File: config.mk
export PLATFORM = sky130hd
export DESIGN_NAME = shared_memory_bank_conflict_counter_flat
export DESIGN_NICKNAME = d
export VERILOG_FILES = /design/src/hdl/smbc_pkg.sv /design/src/hdl/smbc_if.sv /design/src/hdl/smbc_ram.sv /design/src/hdl/smbc_queue.sv /design/src/hdl/smbc_front.sv /design/src/hdl/smbc_back.sv /design/src/hdl/shared_memory_bank_conflict_counter.sv /design/src/flat_wrapper.sv
export SDC_FILE = /design/constraint.sdc
export NUM_CORES = 1
export LEC_CHECK = 0
export ABC_AREA = 1
export BUFFER_PORTS_ARGS = -buffer_cell sky130_fd_sc_hd__buf_4
export CELL_PAD_IN_SITES_DETAIL_PLACEMENT = 1
export CELL_PAD_IN_SITES_GLOBAL_PLACEMENT = 2
export CORE_MARGIN = 4
export CORE_UTILIZATION = 38
export CTS_CLUSTER_DIAMETER = 30
export DETAILED_ROUTE_END_ITERATION = 10
export PLACE_DENSITY = 0.86
export SYNTH_ARGS = -nofsm -noshare
export SYNTH_HDL_FRONTEND = slang
export SYNTH_SLANG_ARGS = --single-unit
File: constraint.sdc
create_clock -name clk -period 4.1 [get_ports clk]
set_input_delay 0 -clock clk [delete_from_list [all_inputs] [get_ports clk]]
set_output_delay 0 -clock clk [all_outputs]
set_load 0.03 [all_outputs]
File: src/hdl/smbc_pkg.sv
// Shared constants and types for the bank conflict counter.
// No dependencies; compiled first.
package smbc_pkg;

	localparam int ADDR_W  = 32;
	localparam int DEPTH_W = 7;
	localparam int CONF_W  = 6;
	localparam int ACC_W   = 7;

	// one result word
	typedef struct packed {
		logic [DEPTH_W-1:0] max_depth;
		logic [CONF_W-1:0]  total_conflicts;
		logic [ACC_W-1:0]   access_count;
	} res_t;

endpackage

File: src/hdl/smbc_if.sv
// Valid/ready channel interfaces for access words and result words.
// Depends on smbc_pkg for the field widths.
interface smbc_access_if;
	logic                        valid;
	logic                        ready;
	logic [smbc_pkg::ADDR_W-1:0] address;
	logic                        last;

	modport source (output valid, output address, output last, input ready);
	modport sink   (input valid, input address, input last, output ready);
endinterface

interface smbc_result_if;
	logic                         valid;
	logic                         ready;
	logic [smbc_pkg::DEPTH_W-1:0] max_depth;
	logic [smbc_pkg::CONF_W-1:0]  total_conflicts;
	logic [smbc_pkg::ACC_W-1:0]   access_count;

	modport source (output valid, output max_depth, output total_conflicts,
		output access_count, input ready);
	modport sink   (input valid, input max_depth, input total_conflicts,
		input access_count, output ready);
endinterface

File: src/hdl/smbc_ram.sv
// Generic single-write, single-read RAM with registered read data.
// No dependencies.
module smbc_ram #(
	parameter int WIDTH = 8,
	parameter int DEPTH = 32,
	localparam int AW = $clog2(DEPTH)
) (
	input  logic             clk,
	input  logic             we,
	input  logic [AW-1:0]    waddr,
	input  logic [WIDTH-1:0] wdata,
	input  logic [AW-1:0]    raddr,
	output logic [WIDTH-1:0] rdata
);

	logic [WIDTH-1:0] mem_q [DEPTH];

	always_ff @(posedge clk) begin
		if (we) begin
			mem_q[waddr] <= wdata;
		end
		rdata <= mem_q[raddr];
	end

endmodule

File: src/hdl/smbc_queue.sv
// Small FIFO between the classify front end and the counting back end.
// No dependencies.
module smbc_queue #(
	parameter int WIDTH = 8,
	parameter int DEPTH = 4,
	localparam int PW = $clog2(DEPTH),
	localparam int CW = $clog2(DEPTH + 1)
) (
	input  logic             clk,
	input  logic             arst_n,
	input  logic             push,
	input  logic [WIDTH-1:0] din,
	output logic             full,
	input  logic             pop,
	output logic [WIDTH-1:0] dout,
	output logic             empty
);

	logic [WIDTH-1:0] slot_q [DEPTH];
	logic [PW-1:0]    wr_q, rd_q;
	logic [CW-1:0]    cnt_q;

	assign full  = (cnt_q == CW'(DEPTH));
	assign empty = (cnt_q == '0);
	assign dout  = slot_q[rd_q];

	always_ff @(posedge clk) begin
		if (push) begin
			slot_q[wr_q] <= din;
		end
	end

	always_ff @(posedge clk or negedge arst_n) begin
		if (!arst_n) begin
			wr_q  <= '0;
			rd_q  <= '0;
			cnt_q <= '0;
		end else begin
			if (push) begin
				wr_q <= (wr_q == PW'(DEPTH - 1)) ? '0 : wr_q + 1'b1;
			end
			if (pop) begin
				rd_q <= (rd_q == PW'(DEPTH - 1)) ? '0 : rd_q + 1'b1;
			end
			if (push && !pop) begin
				cnt_q <= cnt_q + 1'b1;
			end else if (pop && !push) begin
				cnt_q <= cnt_q - 1'b1;
			end
		end
	end

endmodule

File: src/hdl/smbc_front.sv
// Front end: accepts access words and maps each address to its bank.
// Depends on smbc_pkg and smbc_if.
module smbc_front #(
	parameter int NUM_BANKS  = 32,
	parameter int BANK_BYTES = 4,
	localparam int BW = $clog2(NUM_BANKS)
) (
	input  logic           clk,
	input  logic           arst_n,
	smbc_access_if.sink    access,
	output logic           push_valid,
	output logic [BW-1:0]  push_bank,
	output logic           push_last,
	input  logic           push_ready
);
	import smbc_pkg::*;

	// bank = (addr mod M) / BANK_BYTES, with M = BANK_BYTES * NUM_BANKS
	localparam int M    = BANK_BYTES * NUM_BANKS;
	localparam int MW   = $clog2(M);
	localparam int C1   = 256 % M;
	localparam int C2   = 65536 % M;
	localparam int C3   = (1 << 24) % M;
	localparam int XMAX = 255 * (1 + C1 + C2 + C3);
	localparam int XW   = $clog2(XMAX + 1);
	localparam int PW   = 2 * XW;
	localparam int R    = (1 << XW) / M;
	localparam int RB   = ((1 << 20) + BANK_BYTES - 1) / BANK_BYTES;

	logic          en;
	logic          v_s1, v_s2, v_s3, v_s4;
	logic          last_s1, last_s2, last_s3, last_s4;
	logic [XW-1:0] x_s1, x_s2;
	logic [XW-1:0] q_s2;
	logic [MW-1:0] rm_s3;
	logic [BW-1:0] bank_s4;

	logic [31:0]   fold;
	logic [PW-1:0] prod_q;
	logic [31:0]   rem, rem_fix;
	logic [31:0]   prod_b;

	assign en           = !v_s4 || push_ready;
	assign access.ready = en;

	// byte fold: addr mod M is congruent to sum of bytes times 256^i mod M
	assign fold = 32'(access.address[7:0])
		+ 32'(access.address[15:8]) * 32'(C1)
		+ 32'(access.address[23:16]) * 32'(C2)
		+ 32'(access.address[31:24]) * 32'(C3);

	// quotient estimate, low by at most one
	assign prod_q  = PW'(x_s1) * PW'(R);
	assign rem     = 32'(x_s2) - 32'(q_s2) * 32'(M);
	assign rem_fix = (rem >= 32'(M)) ? rem - 32'(M) : rem;
	// exact for rm < 1024 and BANK_BYTES <= 16
	assign prod_b  = 32'(rm_s3) * 32'(RB);

	always_ff @(posedge clk) begin
		if (en) begin
			x_s1    <= XW'(fold);
			last_s1 <= access.last;
			x_s2    <= x_s1;
			q_s2    <= prod_q[PW-1:XW];
			last_s2 <= last_s1;
			rm_s3   <= MW'(rem_fix);
			last_s3 <= last_s2;
			bank_s4 <= BW'(prod_b >> 20);
			last_s4 <= last_s3;
		end
	end

	always_ff @(posedge clk or negedge arst_n) begin
		if (!arst_n) begin
			v_s1 <= 1'b0;
			v_s2 <= 1'b0;
			v_s3 <= 1'b0;
			v_s4 <= 1'b0;
		end else if (en) begin
			v_s1 <= access.valid;
			v_s2 <= v_s1;
			v_s3 <= v_s2;
			v_s4 <= v_s3;
		end
	end

	assign push_valid = v_s4;
	assign push_bank  = bank_s4;
	assign push_last  = last_s4;

endmodule

File: src/hdl/smbc_back.sv
// Back end: per-bank read-modify-write, group totals and result register.
// Depends on smbc_pkg, smbc_if and smbc_ram.
module smbc_back #(
	parameter int NUM_BANKS = 32,
	parameter int MAX_GROUP = 64,
	localparam int BW = $clog2(NUM_BANKS)
) (
	input  logic          clk,
	input  logic          arst_n,
	input  logic          q_valid,
	input  logic [BW-1:0] q_bank,
	input  logic          q_last,
	output logic          q_pop,
	smbc_result_if.source result
);
	import smbc_pkg::*;

	localparam int CW = $clog2(MAX_GROUP + 1);
	localparam int KW = $clog2(MAX_GROUP);

	logic                 v_s1, last_s1;
	logic [BW-1:0]        bank_s1;
	logic [NUM_BANKS-1:0] vld_q;
	logic                 fwd_q;
	logic [CW-1:0]        fwd_cnt_q;
	logic [CW-1:0]        depth_q, acc_q;
	logic [KW-1:0]        conf_q;
	res_t                 res_q;
	logic                 res_v_q;

	logic          stall, adv, we;
	logic [BW-1:0] raddr;
	logic [CW-1:0] rd_data, cnt_old, cnt_new, depth_new, acc_new;
	logic [KW-1:0] conf_new;

	assign stall = v_s1 && last_s1 && res_v_q && !result.ready;
	assign adv   = v_s1 && !stall;
	assign q_pop = q_valid && (!v_s1 || adv);
	assign raddr = q_pop ? q_bank : bank_s1;
	assign we    = adv && !last_s1;

	smbc_ram #(.WIDTH(CW), .DEPTH(NUM_BANKS)) u_cnt_ram (
		.clk  (clk),
		.we   (we),
		.waddr(bank_s1),
		.wdata(cnt_new),
		.raddr(raddr),
		.rdata(rd_data)
	);

	// untouched banks read as zero; a write at the read edge is forwarded
	assign cnt_old   = !vld_q[bank_s1] ? '0 : (fwd_q ? fwd_cnt_q : rd_data);
	assign cnt_new   = (cnt_old < CW'(MAX_GROUP)) ? cnt_old + 1'b1 : cnt_old;
	assign conf_new  = (cnt_old != '0 && conf_q < KW'(MAX_GROUP - 1)) ?
		conf_q + 1'b1 : conf_q;
	assign depth_new = (cnt_new > depth_q) ? cnt_new : depth_q;
	assign acc_new   = (acc_q < CW'(MAX_GROUP)) ? acc_q + 1'b1 : acc_q;

	always_ff @(posedge clk) begin
		if (q_pop) begin
			bank_s1 <= q_bank;
			last_s1 <= q_last;
		end
		fwd_cnt_q <= cnt_new;
		if (adv && last_s1) begin
			res_q.max_depth       <= DEPTH_W'(depth_new);
			res_q.total_conflicts <= CONF_W'(conf_new);
			res_q.access_count    <= ACC_W'(acc_new);
		end
	end

	always_ff @(posedge clk or negedge arst_n) begin
		if (!arst_n) begin
			v_s1    <= 1'b0;
			vld_q   <= '0;
			fwd_q   <= 1'b0;
			depth_q <= '0;
			acc_q   <= '0;
			conf_q  <= '0;
			res_v_q <= 1'b0;
		end else begin
			if (q_pop) begin
				v_s1 <= 1'b1;
			end else if (adv) begin
				v_s1 <= 1'b0;
			end
			fwd_q <= we && (raddr == bank_s1);
			if (adv) begin
				if (last_s1) begin
					vld_q   <= '0;
					depth_q <= '0;
					acc_q   <= '0;
					conf_q  <= '0;
				end else begin
					vld_q[bank_s1] <= 1'b1;
					depth_q        <= depth_new;
					acc_q          <= acc_new;
					conf_q         <= conf_new;
				end
			end
			if (adv && last_s1) begin
				res_v_q <= 1'b1;
			end else if (result.ready) begin
				res_v_q <= 1'b0;
			end
		end
	end

	assign result.valid           = res_v_q;
	assign result.max_depth       = res_q.max_depth;
	assign result.total_conflicts = res_q.total_conflicts;
	assign result.access_count    = res_q.access_count;

endmodule

File: src/hdl/shared_memory_bank_conflict_counter.sv
// Top level of the shared memory bank conflict counter.
// Depends on smbc_pkg, smbc_if, smbc_front, smbc_queue, smbc_back, smbc_ram.
//
//  channel  dir  handshake      payload
//  access   in   valid/ready    address[31:0], last
//  result   out  valid/ready    max_depth[6:0], total_conflicts[5:0], access_count[6:0]
//
// Throughput is one access word per cycle unless a stalled result holds the
// counting stage. The accepting edge loads the first of four bank-mapping stages;
// the word then passes the queue and the counting stage into the result register,
// which turns valid as a group's last word leaves the counting stage. The rate is set
// by the single per-bank read-modify-write there, which forwards a same-bank write.
// Reset is asynchronous (arst_n low) and clears the group counters and all valid bits.
// A stalled result only holds back the next group's last word; the queue
// absorbs the rest before access.ready drops.
module shared_memory_bank_conflict_counter #(
	parameter int NUM_BANKS  = 32,
	parameter int BANK_BYTES = 4,
	parameter int MAX_GROUP  = 64
) (
	input  logic          clk,
	input  logic          arst_n,
	smbc_access_if.sink   access,
	smbc_result_if.source result
);
	import smbc_pkg::*;

	localparam int BW      = $clog2(NUM_BANKS);
	localparam int Q_DEPTH = 4;

	// front -> queue
	logic          push_valid, push_last, q_full;
	logic [BW-1:0] push_bank;
	// queue -> back, entry is {bank, last}
	logic [BW:0]   q_dout;
	logic          q_empty, q_pop;

	smbc_front #(.NUM_BANKS(NUM_BANKS), .BANK_BYTES(BANK_BYTES)) u_front (
		.clk       (clk),
		.arst_n    (arst_n),
		.access    (access),
		.push_valid(push_valid),
		.push_bank (push_bank),
		.push_last (push_last),
		.push_ready(!q_full)
	);

	smbc_queue #(.WIDTH(BW + 1), .DEPTH(Q_DEPTH)) u_queue (
		.clk   (clk),
		.arst_n(arst_n),
		.push  (push_valid && !q_full),
		.din   ({push_bank, push_last}),
		.full  (q_full),
		.pop   (q_pop),
		.dout  (q_dout),
		.empty (q_empty)
	);

	smbc_back #(.NUM_BANKS(NUM_BANKS), .MAX_GROUP(MAX_GROUP)) u_back (
		.clk    (clk),
		.arst_n (arst_n),
		.q_valid(!q_empty),
		.q_bank (q_dout[BW:1]),
		.q_last (q_dout[0]),
		.q_pop  (q_pop),
		.result (result)
	);

endmodule

File: src/flat_wrapper.sv
// flat-port wrapper written by rule: the top's interface ports become plain ports
module shared_memory_bank_conflict_counter_flat import smbc_pkg::*;
#(
	parameter int NUM_BANKS  = 32,
	parameter int BANK_BYTES = 4,
	parameter int MAX_GROUP  = 64
)
  (clk, arst_n, access_valid, access_address, access_last, access_ready, result_valid, result_max_depth, result_total_conflicts, result_access_count, result_ready);
  smbc_access_if access_i ();
  smbc_result_if result_i ();
  input  logic clk;
  input  logic arst_n;
  input wire logic [$bits(access_i.valid)-1:0] access_valid;
  input wire logic [$bits(access_i.address)-1:0] access_address;
  input wire logic [$bits(access_i.last)-1:0] access_last;
  output wire logic [$bits(access_i.ready)-1:0] access_ready;
  output wire logic [$bits(result_i.valid)-1:0] result_valid;
  output wire logic [$bits(result_i.max_depth)-1:0] result_max_depth;
  output wire logic [$bits(result_i.total_conflicts)-1:0] result_total_conflicts;
  output wire logic [$bits(result_i.access_count)-1:0] result_access_count;
  input wire logic [$bits(result_i.ready)-1:0] result_ready;
  assign access_i.valid = access_valid;
  assign access_i.address = access_address;
  assign access_i.last = access_last;
  assign access_ready = access_i.ready;
  assign result_valid = result_i.valid;
  assign result_max_depth = result_i.max_depth;
  assign result_total_conflicts = result_i.total_conflicts;
  assign result_access_count = result_i.access_count;
  assign result_i.ready = result_ready;
  shared_memory_bank_conflict_counter #(.NUM_BANKS(NUM_BANKS), .BANK_BYTES(BANK_BYTES), .MAX_GROUP(MAX_GROUP)) u_core (.clk(clk), .arst_n(arst_n), .access(access_i), .result(result_i));
endmodule
---- After elaboration in Yosys (flattened, before gate mapping) ----
Memories as Yosys holds them, arrays and structs flattened. A register that Yosys moved wholly into a read port is not among the register bits.
Cells that the tools add are included.
Widths: inputs -> output; s select.
word-level totals
  word-level logic and storage cells ...... 109
  memory bits (writable) .................. 248
  bits in latches ......................... 0
  memories kept ........................... 2
  memory bits (read-only) ................. 0
  flip-flop bits (word level) ............. 132
operators by class
  muxes and demuxes ....................... 28
  equality and inequality tests ........... 4
  order comparisons ....................... 7
  $add $sub $neg .......................... 9
  shifts and indexed selects .............. 0
  reduce and logical (&&, ||, !) cells .... 29
  multipliers ............................. 0
  bitwise gates (word level) .............. 1
  div/mod/pow operators ................... 0
memory list
  memory                         words  width  read ports  clocked after Yosys merged registers in  write ports  RTL line          RTL
  u_core.u_back.u_cnt_ram.mem_q  32     7      1           1                                        1            smbc_ram.sv:16    logic [WIDTH-1:0] mem_q [DEPTH];
  u_core.u_queue.slot_q          4      6      1           0                                        1            smbc_queue.sv:19  logic [WIDTH-1:0] slot_q [DEPTH];
operators by type and width
  cell                 number
  $mux 7               8
  $ge 32x8->1 const B  1
  $mux 32              1
  $or 32x32->32        1
  $add 7x1->7 const B  2
  $lt 7x7->1 const B   2
  $logic_and 1x1->1    13
  $mux 6               2
  $mux 1               10
  $logic_not 1->1      9
  $sub 8x8->9          1
  $gt 7x7->1           1
  $reduce_bool 7->1    1
  $sub 7x1->7 const B  1
  $add 6x1->6 const B  1
  $lt 5x6->1 const B   1
  $lt 6x6->1 const B   1
  $mux 3               2
  $reduce_bool 2->1    3
  $bmux 1 s5           1
  $demux 1 s5          1
  $eq 5x5->1           1
  $ge 5x1->1 const B   1
  $mux 5               1
  other kinds (8)      12

---- Logic depth before layout (Yosys ltp) ----
Gate-level depths: netlist of the first run.
  depth in word-level cells ............... 10
  mapped depth ............................ 28

---- Hierarchy ----
Synthesis of the first run repeated with hierarchy kept, for this count alone.
unflattened totals
  cell total of the unflattened synthesis .. 1514
  area, all modules ....................... 16014.1 um^2
modules (own cells, without submodules)
  module                               area each (um^2)  seq. area each (um^2)  instances  cells an instance
  smbc_ram                             9416.5            6866.6                 1          813
  smbc_back                            4327.9            2247.2                 1          536
  smbc_queue                           1376.3            895.9                  1          120
  smbc_front                           875.8             820.8                  1          41
  shared_memory_bank_conflict_counter  17.5              0.0                    1          4

---- Worst setup path after synthesis of the first run ----
No wires, ideal clock.
  kind .................................... register -> register
  from .................................... register u_core.u_back.bank_s1[3]
  to ...................................... register u_core.u_back.result.max_depth[4] (netlist name)
  setup slack ............................. 252 ps
  stages on the path, launching flop included .. 23
  data arrival time ....................... 3594 ps
  cells stage by stage .................... dfxtp_1 inv_2 nor3_1 nand2_1 nand2_1 nor2_1 nand2_2 buf_6 nand2_1 inv_1 ha_1 nand4_2 nor2_1 nand2_1 nand2_1 ha_1 a21oi_1 nor2_1 a211oi_1 nand2_1 nand2_1 nand2_1 and2_1
between the ends
  cells in the longest elaborated chain, start to end .. 7
RTL lines
  what                                              RTL line         RTL
  from (decl)                                       smbc_back.sv:22  logic [BW-1:0] bank_s1;
  from (signal assigned)                            smbc_back.sv:61  bank_s1 <= q_bank;
  $bmux 1 s5 *                                      smbc_back.sv:52  assign cnt_old = !vld_q[bank_s1] ? '0 : (fwd_q ? fwd_cnt_q : rd_data);
  $mux 1 (implied by the code) *                    smbc_back.sv:52
  $mux 7 *                                          smbc_back.sv:52
  $add 7x1->7 / $lt 7x7->1 (equally long branches)  smbc_back.sv:53  assign cnt_new = (cnt_old < CW'(MAX_GROUP)) ? cnt_old + 1'b1 : cnt_old;
  $mux 7 *                                          smbc_back.sv:53
  named net u_core.u_back.cnt_new[4]                smbc_back.sv:33  logic [CW-1:0] rd_data, cnt_old, cnt_new, depth_new, acc_new;
  $gt 7x7->1                                        smbc_back.sv:56  assign depth_new = (cnt_new > depth_q) ? cnt_new : depth_q;
  $mux 7 *                                          smbc_back.sv:56
  named net u_core.u_back.depth_new[4]              smbc_back.sv:33
Mark *: on every way through the listed nets, which the timed path passes. The rest lies on a longest branch. The select of a mux whose other input is x is not followed.
A chain may end at the register's enable or synchronous reset.

---- Final worst setup path of the first run ----
  from .................................... register u_core.u_back.bank_s1[3]
  to ...................................... register u_core.u_back.result.max_depth[1] (netlist name)
between the ends
  cells in the longest elaborated chain, start to end .. 7
RTL lines
  what                                              RTL line
  $bmux 1 s5 *                                      smbc_back.sv:52
  $mux 1 (implied by the code) *                    smbc_back.sv:52
  $mux 7 *                                          smbc_back.sv:52
  $add 7x1->7 / $lt 7x7->1 (equally long branches)  smbc_back.sv:53
  $mux 7 *                                          smbc_back.sv:53
  named net u_core.u_back.cnt_new[4]                smbc_back.sv:33
  $gt 7x7->1 *                                      smbc_back.sv:56
  $mux 7 *                                          smbc_back.sv:56
  named net u_core.u_back.depth_new[1]              smbc_back.sv:33
Marked as above.

==> flow_summary.toml, run 1 <==
[route]
antenna_left = 0
drt-pass1-iter-count = 6
drc = 0
drt_wl_total_mm = 42.6
post_drt_wl_per_cell_um = 19.8
vias = 11100
avgViaCountPerCell = 5.16
drtIter0Drc = 558

[synthesis]
synthTopCellsByArea = "edfxtp_1 (55%), dfrtp_1 (10%), nand2_1 (7.6%), o21ai_0 (3.9%), inv_1 (3.7%)"
ys_types = 49
yosys.area.top_type = "edfxtp_1"
postSynthAreaPerCell_um2 = 11.0
netlist_area_um2 = 15900
seq_area_frac_synth_pct = 68.1
netlist.area_leader.share_pct = 55.3
ys_warn_count = 0
synthesis.nets = 1502
ys_seq_elements = 378
syn_inst = 1447

[final_layout]
final_common_cell = "nand2_1"
stdcell_count = 2145
drive_above_1_share_pct = 14.6
final_cell_mix = "nand2_1 (323), edfxtp_1 (293), inv_1 (156)"
num_antenna_cells = 0
area_delta_synth_final_pct = 24.1
fin_nets = 1600
n_fill_cell = 4380

[global_route]
grt_pass1_wl_mm = 67.4
grt_max_degree = 91
use_met2_pct = 33.3
first_global_vias = 12200
met3_usage_pct = 3.62
antenna_found_initial = 0
busiest_layer = "met2"
grt_use_met1_pct = 24.0
grt-ovfl-total = 0
grt_use_total_pct = 19.1

[die]
io_pins = 59
die_area_um2 = 45200
coreArea_um2 = 41100
die_y_um = 213
die_x_um = 213
fp-row-count = 74
floorplan.initialDensity_pct = 38.7

[clock_tree]
root_buffer = "clkbuf_16"
clock-sinks = 378
post_cts_buffers = 0
cts_max_level = 3
cts_buffers = 85
clock_path_buffers = 3
cts_tree = "yes"
clock_latency_ps = 590
path_clk_slew_ps = 40

[job]
drv_cap = 0

[placement]
hpwl_mm = 25.0
port-buffer-count = 31
dp.cells = 1981
finalWeightedCongestion = 0.812

[critical_path]
rr_worst_depth = 22
cp.arrival_ps = 4010
crit_path_start_kind = "flip-flop"
worstPathRequired_ps = 4410
crit_type = "flip-flop to flip-flop"
worstPathMaxFanout = 10
cp-end-kind = "flip-flop"

[sta]
tightest_slew_ps = 1390
period_share_pct = 90.1
hold_viol = 0
skew_ps = 27.0
slew_viol_final = 0
relSlewSlack_pct = 6.96
period_needed_ps = 3700
setup_violations = 0
fmax_ghz = 0.271

[min_path]
hp-class = "primary input to async pin"

[status]
status = "finished clean"
cells by family after synthesis:
group	share of synthesized area, %
adder cells (fa/ha/maj)	1.46
XOR/XNOR	0.716
multiplexers	0.0708
AO/OA/AOI/OAI	9.92
flip-flops	68.1
buffers and inverters	5.72
AND/OR/NAND/NOR	14.0
final timing paths:
| check | from | slack [ps] | endpoint |
|---|---|---|---|
| min reg2reg | u_core.u_front.x_s2[4]$_DFFE_PP_ | 410 | u_core.u_front.rm_s3[4]$_DFFE_PP_ |
| min in group clk | access_address[5] | 150 | u_core.u_front.x_s1[5]$_DFFE_PP_ |
| max reg2reg | u_core.u_back.bank_s1[3]$_DFF_P_ | 400 | u_core.u_back.result.max_depth[1]$_DFFE_PP_ |
| min | arst_n | 80 | u_core.u_back.conf_q[5]$_DFFE_PN0P_ |
| max in group asynchronous | arst_n | 3380 | u_core.u_back.vld_q[17]$_DFFE_PN0P_ |
| max | u_core.u_back.bank_s1[3]$_DFF_P_ | 400 | u_core.u_back.result.max_depth[1]$_DFFE_PP_ |
stage by stage:
stage	hold slack, ps	setup TNS, ps	instance area, µm²	utilization (%)	setup WS [ps]
4_1_cts	127	0	19700	48.0	128
3_5_place_dp	180	0	16800	40.8	228
2_1_floorplan	-296	0	15900	-	252
3_3_place_gp	181	0	16800	40.8	395
5_1_grt	148	-28.1	19700	48.0	-28.1
6_report	84.5	0	19700	48.0	404
flip-flops by register name, indices dropped and copies added (netlist names), 7 cells and up:
| register | count |
|---|---|
| u_core.u_back.acc_q | 7 |
| u_core.u_back.depth_q | 7 |
| u_core.u_back.fwd_cnt_q | 7 |
| u_core.u_back.result.access_count | 7 |
| u_core.u_back.result.max_depth | 7 |
| u_core.u_back.u_cnt_ram.mem_q | 224 |
| u_core.u_back.u_cnt_ram.rdata | 7 |
| u_core.u_back.vld_q | 32 |
| u_core.u_queue.slot_q | 24 |
critical path, cell delays in order (launching register included):
cell	delay [ps]
dfxtp_1	480
inv_2	140
nor3_1	310
nand2_1	110
nand2_1	70
nor2_1	50
nand2_2	90
nand2_1	80
inv_1	80
ha_1	230
nand4_2	170
nor2_1	150
nand2_1	90
nand2_1	90
ha_1	260
a21oi_1	150
nor2_1	60
a211oi_1	230
nand2_1	160
nand2_4	170
nand2_1	70
o21ai_0	130
inv_1	70
synthesized netlist by cell type (all sizes together):
cell	n
a211oi	1
a21boi	2
a21oi	81
a22o	1
a31oi	1
and2	4
buf	31
clkbuf	30
dfrtp	66
dfxtp	19
edfxtp	293
fa	1
ha	17
inv	164
mux2	1
nand2	329
nand3	83
nand3b	2
nand4	5
nor2	94
nor3	12
nor4	3
o2111ai	1
o211ai	42
o21ai	140
o21bai	2
o221ai	2
o22ai	5
o41ai	1
or2	1
xnor2	3
xor2	10
cell type report:
cell class                      count  area, µm²  area share [%]
Tap cell                          532        666            3.37
Multi-Input combinational cell    844       4190            21.2
Timing Repair Buffer               72        592            3.00
Inverter                          164        618            3.13
Clock buffer                       98       2250            11.4
Sequential cell                   378      10800            54.9
Clock inverter                     57        589            2.99
per-layer routing:
layer / routed length (µm) / vias to the layer above
li1: - / 5180
met1: 17900 / 5569
met3: 1920 / 85
met2: 21600 / 234
met5: 0 / -
met4: 1110 / 0
repair_timing:
| item | in CTS | in global routing |
|---|---|---|
| hold buffers | 9 | 0 |
| setup endpoints to repair | 0 | 12 |
| resized for setup | 0 | 8 |
| hold endpoints to repair | 75 | 0 |
Power of run 1 is not shown: default switching activity piles up to over one toggle a cycle in this logic, so the estimate is an artifact.
==> run 2, diff against run 1 <==
ABC_AREA = not set   (was 1)
CORE_UTILIZATION = 40   (was 38)
PLACE_DENSITY = 0.85   (was 0.86)
==> flow_summary.toml, run 2 <==
[placement]
dp_slack_ps = 159
port-buffer-count = 31
finalWeightedCongestion = 0.807
dp.cells = 1649
hpwl_mm = 23.2

[clock_tree]
clock_latency_ps = 580
cts_max_level = 3
cts_buffers = 78
root_buffer = "clkbuf_16"
path_clk_slew_ps = 50
cts_tree = "yes"
clock_path_buffers = 3
clock-sinks = 378

[critical_path]
crit_path_start_kind = "flip-flop"
endpoint = "u_core.u_back.depth_q[0]$_DFFE_PN0P_"
reg2reg_slack_ps = 170
worstPathRequired_ps = 4580
critPathMostFrequentCell = "o21a_1"
crit_chain = "buf_6 > mux4_2 > a22oi_1 > and4_4 > or2_2 > inv_1 > ha_2 > nand4_1 > xnor2_1 > nor2_4 > ha_4 > o21a_1 > o21a_1 > a21o_1 > o21ai_4 > buf_4 > nand2_1 > a21boi_1 > o21ai_0"
cp.arrival_ps = 4420
slowest_delay_ps = 550
cpMaxStageDelayCell = "mux4_2"
cp-end-kind = "flip-flop"
startpoint = "u_core.u_back.bank_s1[0]$_DFF_P_"
r2r-end = "u_core.u_back.depth_q[0]$_DFFE_PN0P_"
crit_type = "flip-flop to flip-flop"
rr_worst_depth = 19
worstPathMaxFanout = 7
reg2reg_from = "u_core.u_back.bank_s1[0]$_DFF_P_"

[die]
die_y_um = 206
die_x_um = 206
io_pins = 59
floorplan.initialDensity_pct = 40.5
die_area_um2 = 42500
fp-row-count = 72
coreArea_um2 = 38700

[synthesis]
seq_area_frac_synth_pct = 69.0
netlist_area_um2 = 15700
synth_flop_cell = "edfxtp_1"
ys_types = 74
synthesis.nets = 1178
yosys-top-cells-count = "edfxtp_1 (293), nand2_1 (153), nor2_1 (87)"
synth_edf_count = 293
synthArstFlopShare_pct = 17.5
ys_seq_elements = 378
synthMostInstantiatedCell = "edfxtp_1"
ys_warn_count = 0
netlist.area_leader.share_pct = 56.1
postSynthAreaPerCell_um2 = 14.0
synthTopCellsByArea = "edfxtp_1 (56%), dfrtp_1 (11%), nand2_1 (3.7%), dfxtp_1 (2.4%), a21oi_1 (2.2%)"
syn_inst = 1123
yosys.area.top_type = "edfxtp_1"

[sta]
skew_ps = 27.6
period_share_pct = 96.0
setup_violations = 0
relSlewSlack_pct = 38.7
setup_ws_ps = 166
fmax_ghz = 0.254
hold_viol = 0
tightest_slew_ps = 919
slew_viol_final = 0
period_needed_ps = 3930

[final_layout]
area_delta_synth_final_pct = 23.9
drive_above_1_share_pct = 22.1
final_cell_mix = "edfxtp_1 (293), nand2_1 (153), nor2_1 (85)"
stdcell_count = 1805
fin_nets = 1278
top_register = "u_core.u_back.u_cnt_ram.mem_q"
num_antenna_cells = 0
largest_reg_flops = 224
n_fill_cell = 3859
final_common_cell = "edfxtp_1"
largestRegisters = "u_core.u_back.u_cnt_ram.mem_q (224), u_core.u_back.vld_q (32), u_core.u_queue.slot_q (24)"

[global_route]
grt-ovfl-total = 0
grt_use_total_pct = 19.6
first_global_vias = 11100
antenna_found_initial = 0
grt_max_degree = 86
grt_pass1_wl_mm = 64.0

[route]
drtIter0Drc = 790
avgViaCountPerCell = 5.56
vias = 10000
drt_wl_total_mm = 41.6
antenna_left = 0
drt-pass1-iter-count = 5
post_drt_wl_per_cell_um = 23.1
drc = 0

[status]
status = "finished clean"

[job]
drv_cap = 0

[min_path]
hp-class = "primary input to async pin"
[run 2: cells by family (layout without fill, tap and decap cells)]
kind of cell / after synthesis / in the layout / share of synthesized area, %
flip-flops: 378 / 378 / 69.0
AND/OR/NAND/NOR: 338 / 338 / 9.95
AO/OA/AOI/OAI: 222 / 222 / 9.94
buffers and inverters: 85 / 249 / 2.92
multiplexers: 65 / 65 / 5.76
adder cells (fa/ha/maj): 18 / 18 / 1.48
XOR/XNOR: 17 / 17 / 0.949
[run 2: layout make-up]
class	count	area, µm²	area share, %
Clock buffer	91	2050	10.6
Clock inverter	53	653	3.36
Inverter	27	105	0.541
Multi-Input combinational cell	660	4500	23.1
Sequential cell	378	10800	55.7
Tap cell	518	648	3.33
Timing Repair Buffer	78	649	3.34
[run 2: worst min-delay path by stage]
stage / start / depth (start not counted) / endpoint
2_1_floorplan: arst_n / 0 / u_core.u_back.acc_q[0]$_DFFE_PN0P_
3_3_place_gp: arst_n / 1 / u_core.u_back.conf_q[1]$_DFFE_PN0P_
3_5_place_dp: arst_n / 1 / u_core.u_back.conf_q[1]$_DFFE_PN0P_
4_1_cts: access_address[3] / 2 / u_core.u_front.x_s1[3]$_DFFE_PP_
5_1_grt: access_address[3] / 2 / u_core.u_front.x_s1[3]$_DFFE_PP_
6_report: arst_n / 2 / u_core.u_back.conf_q[0]$_DFFE_PN0P_
[run 2: what timing repair did]
action / CTS / global route
hold buffers: 9 / 0
gates resized for setup: 0 / 5
setup endpoints to repair: 0 / 12
setup buffers: 0 / 3
hold endpoints to repair: 76 / 0
[run 2: worst max-delay path, delay by kind of cell (launching register included)]
kind,cells,cell delay [ps]
AO/OA/AOI/OAI,7,1280
AND/OR/NAND/NOR,5,650
multiplexers,1,550
adder cells (fa/ha/maj),2,430
buffers and inverters,3,380
flip-flops,1,350
XOR/XNOR,1,190
[run 2: metal layers]
metal / GRT usage, % / part of all wire, %
met4: 7.13 / 2.8
met3: 3.56 / 4.7
met2: 34.3 / 52
met5: 0 / 0
met1: 24.4 / 40
[run 2: stage by stage]
stage / TNS [ps] / utilization (%) / area (µm²) / hold WS (ps)
after CTS: 0 / 50.1 / 19400 / 111
after global placement: 0 / 42.9 / 16600 / 175
after global routing: -33.9 / 50.2 / 19400 / 122
after detailed placement: 0 / 42.9 / 16600 / 177
after floorplan: -97.7 / - / 15800 / -296
final: 0 / 50.2 / 19400 / 113
Power of run 2 is left out for the same reason.
==> run 3, diff against run 2 <==
SETUP_SLACK_MARGIN = 0.3   (was not set)
==> flow_summary.toml, run 3 (synthesis gave the netlist of run 2 again) <==
[sta]
hold_viol = 0
slew_viol_final = 0
relSlewSlack_pct = 39.6
tightest_slew_ps = 905
skew_ps = 27.0
fmax_ghz = 0.261
period_share_pct = 93.5
rsz0062_at_grt = "yes"
setup_violations = 0
period_needed_ps = 3830

[route]
antenna_left = 0
avgViaCountPerCell = 5.57
drt-pass1-iter-count = 5
vias = 10100
drtIter0Drc = 724
post_drt_wl_per_cell_um = 23.0
drt_wl_total_mm = 41.6
drc = 0

[status]
status = "finished clean"

[die]
die_area_um2 = 42500
floorplan.initialDensity_pct = 40.5
coreArea_um2 = 38700
die_x_um = 206
io_pins = 59
fp-row-count = 72
die_y_um = 206

[final_layout]
design_area_um2 = 19500
final_cell_mix = "edfxtp_1 (293), nand2_1 (153), nor2_1 (84)"
final_common_cell = "edfxtp_1"
top_register = "u_core.u_back.u_cnt_ram.mem_q"
fin_nets = 1283
largest_reg_flops = 224
drive_above_1_share_pct = 23.8
area_delta_synth_final_pct = 24.2
largestRegisters = "u_core.u_back.u_cnt_ram.mem_q (224), u_core.u_back.vld_q (32), u_core.u_queue.slot_q (24)"
num_antenna_cells = 0

[critical_path]
worstPathRequired_ps = 4550
r2r-end = "u_core.u_back.depth_q[2]$_DFFE_PN0P_"
cpMaxStageDelayCell = "mux4_2"
reg2reg_slack_ps = 270
crit_type = "flip-flop to flip-flop"
startpoint = "u_core.u_back.bank_s1[0]$_DFF_P_"
critPathTopFamily = "compound AO/OA/AOI/OAI gates"
crit_path_start_kind = "flip-flop"
worstPathMaxFanout = 6
cp.arrival_ps = 4280
cp_num_buf_inv = 3
reg2reg_from = "u_core.u_back.bank_s1[0]$_DFF_P_"
crit_chain = "buf_6 > mux4_2 > a22oi_2 > and4_4 > or2_4 > inv_2 > ha_4 > nand4_1 > xnor2_2 > nor2_4 > ha_4 > o21a_1 > o21a_1 > a21o_1 > o21ai_4 > buf_6 > nor2_2 > a22oi_2 > o22ai_1"
cp-end-kind = "flip-flop"
rr_worst_depth = 19
slowest_delay_ps = 510

[placement]
port-buffer-count = 31
finalWeightedCongestion = 0.790
hpwl_mm = 23.5
placed_area_um2 = 16600

[clock_tree]
cts_buffers = 77
cts_max_level = 3
clock-sinks = 378
path_clk_slew_ps = 50
cts_tree = "yes"
root_buffer = "clkbuf_16"
clock_path_buffers = 3
clock_latency_ps = 580

[min_path]
hp-class = "primary input to async pin"

[global_route]
first_global_vias = 11100
grt_max_degree = 72
grt_use_total_pct = 19.7
grt_pass1_wl_mm = 64.5
grt-ovfl-total = 0
antenna_found_initial = 0

[job]
drv_cap = 0
[run 3: cell count changes in the layout (fill, tap and decap cells not counted), moves of 5 or more]
| cell | change |
|---|---|
| buf_4 | +5 |
| a22oi_2 | +5 |
| clkbuf_1 | -7 |
| a22oi_1 | -5 |
| clkinv_2 | +5 |
[run 3: how the worst max path moves through the flow]
stage / endpoint / slack, ps / cells after the start
2_1_floorplan: u_core.u_back.result.max_depth[2]$_DFFE_PP_ / -80 / 19
3_3_place_gp: u_core.u_back.depth_q[2]$_DFFE_PN0P_ / 210 / 16
4_1_cts: u_core.u_back.depth_q[4]$_DFFE_PN0P_ / 320 / 19
5_1_grt: u_core.u_back.depth_q[4]$_DFFE_PN0P_ / 130 / 18
3_5_place_dp: u_core.u_back.depth_q[2]$_DFFE_PN0P_ / 70 / 18
6_report: u_core.u_back.depth_q[2]$_DFFE_PN0P_ / 270 / 19
[run 3: what timing repair did]
action / 4_1_cts / 5_1_grt
hold buffers: 9 / 0
buffers inserted: 7 / 7
cloned: 0 / 0
pin swaps: 9 / 10
resized for setup: 15 / 7
endpoints found under the setup margin: 14 / 14
endpoints found under the hold margin: 75 / 0
[run 3: area by class of cell]
type | instances | area [µm²]
multi-input cells | 660 | 4600
clock inverters | 56 | 566
fillers | 3811 | 19200
flip-flops and latches | 378 | 10800
repair buffers | 84 | 698
well taps | 518 | 648
clock buffers | 85 | 2040
inverters | 27 | 108
[run 3: stage by stage]
step	util [%]	worst slack, ps	hold slack [ps]	TNS, ps	std cells
2_1_floorplan	-	-78.4	-296	-78.4	1123
3_3_place_gp	42.9	214	167	0	1644
3_5_place_dp	42.9	66.5	170	0	1644
4_1_cts	50.1	317	120	0	1801
5_1_grt	50.3	129	145	0	1808
6_report	50.3	265	97.7	0	1808
[run 3: layer usage]
layer / track usage [%] / up-vias / wire [µm]
met4: 7.46 / 0 / 1250
met3: 3.58 / 99 / 1990
met5: 0 / - / 0
met2: 33.9 / 308 / 21400
met1: 24.9 / 5185 / 17000
li1: - / 4482 / -
[run 3: worst register-to-register path: cells and delay by family, from the launching register on]
| kind | cells | cell delay (ps) |
|---|---|---|
| AOI/OAI and AO/OA | 7 | 1250 |
| and+or+nand+nor | 5 | 740 |
| muxes | 1 | 510 |
| DFF | 1 | 390 |
| adders and majority gates | 2 | 370 |
| buffers and inverters | 3 | 330 |
| xor gates and xnor gates | 1 | 120 |
Power of run 3 is left out for the same reason.
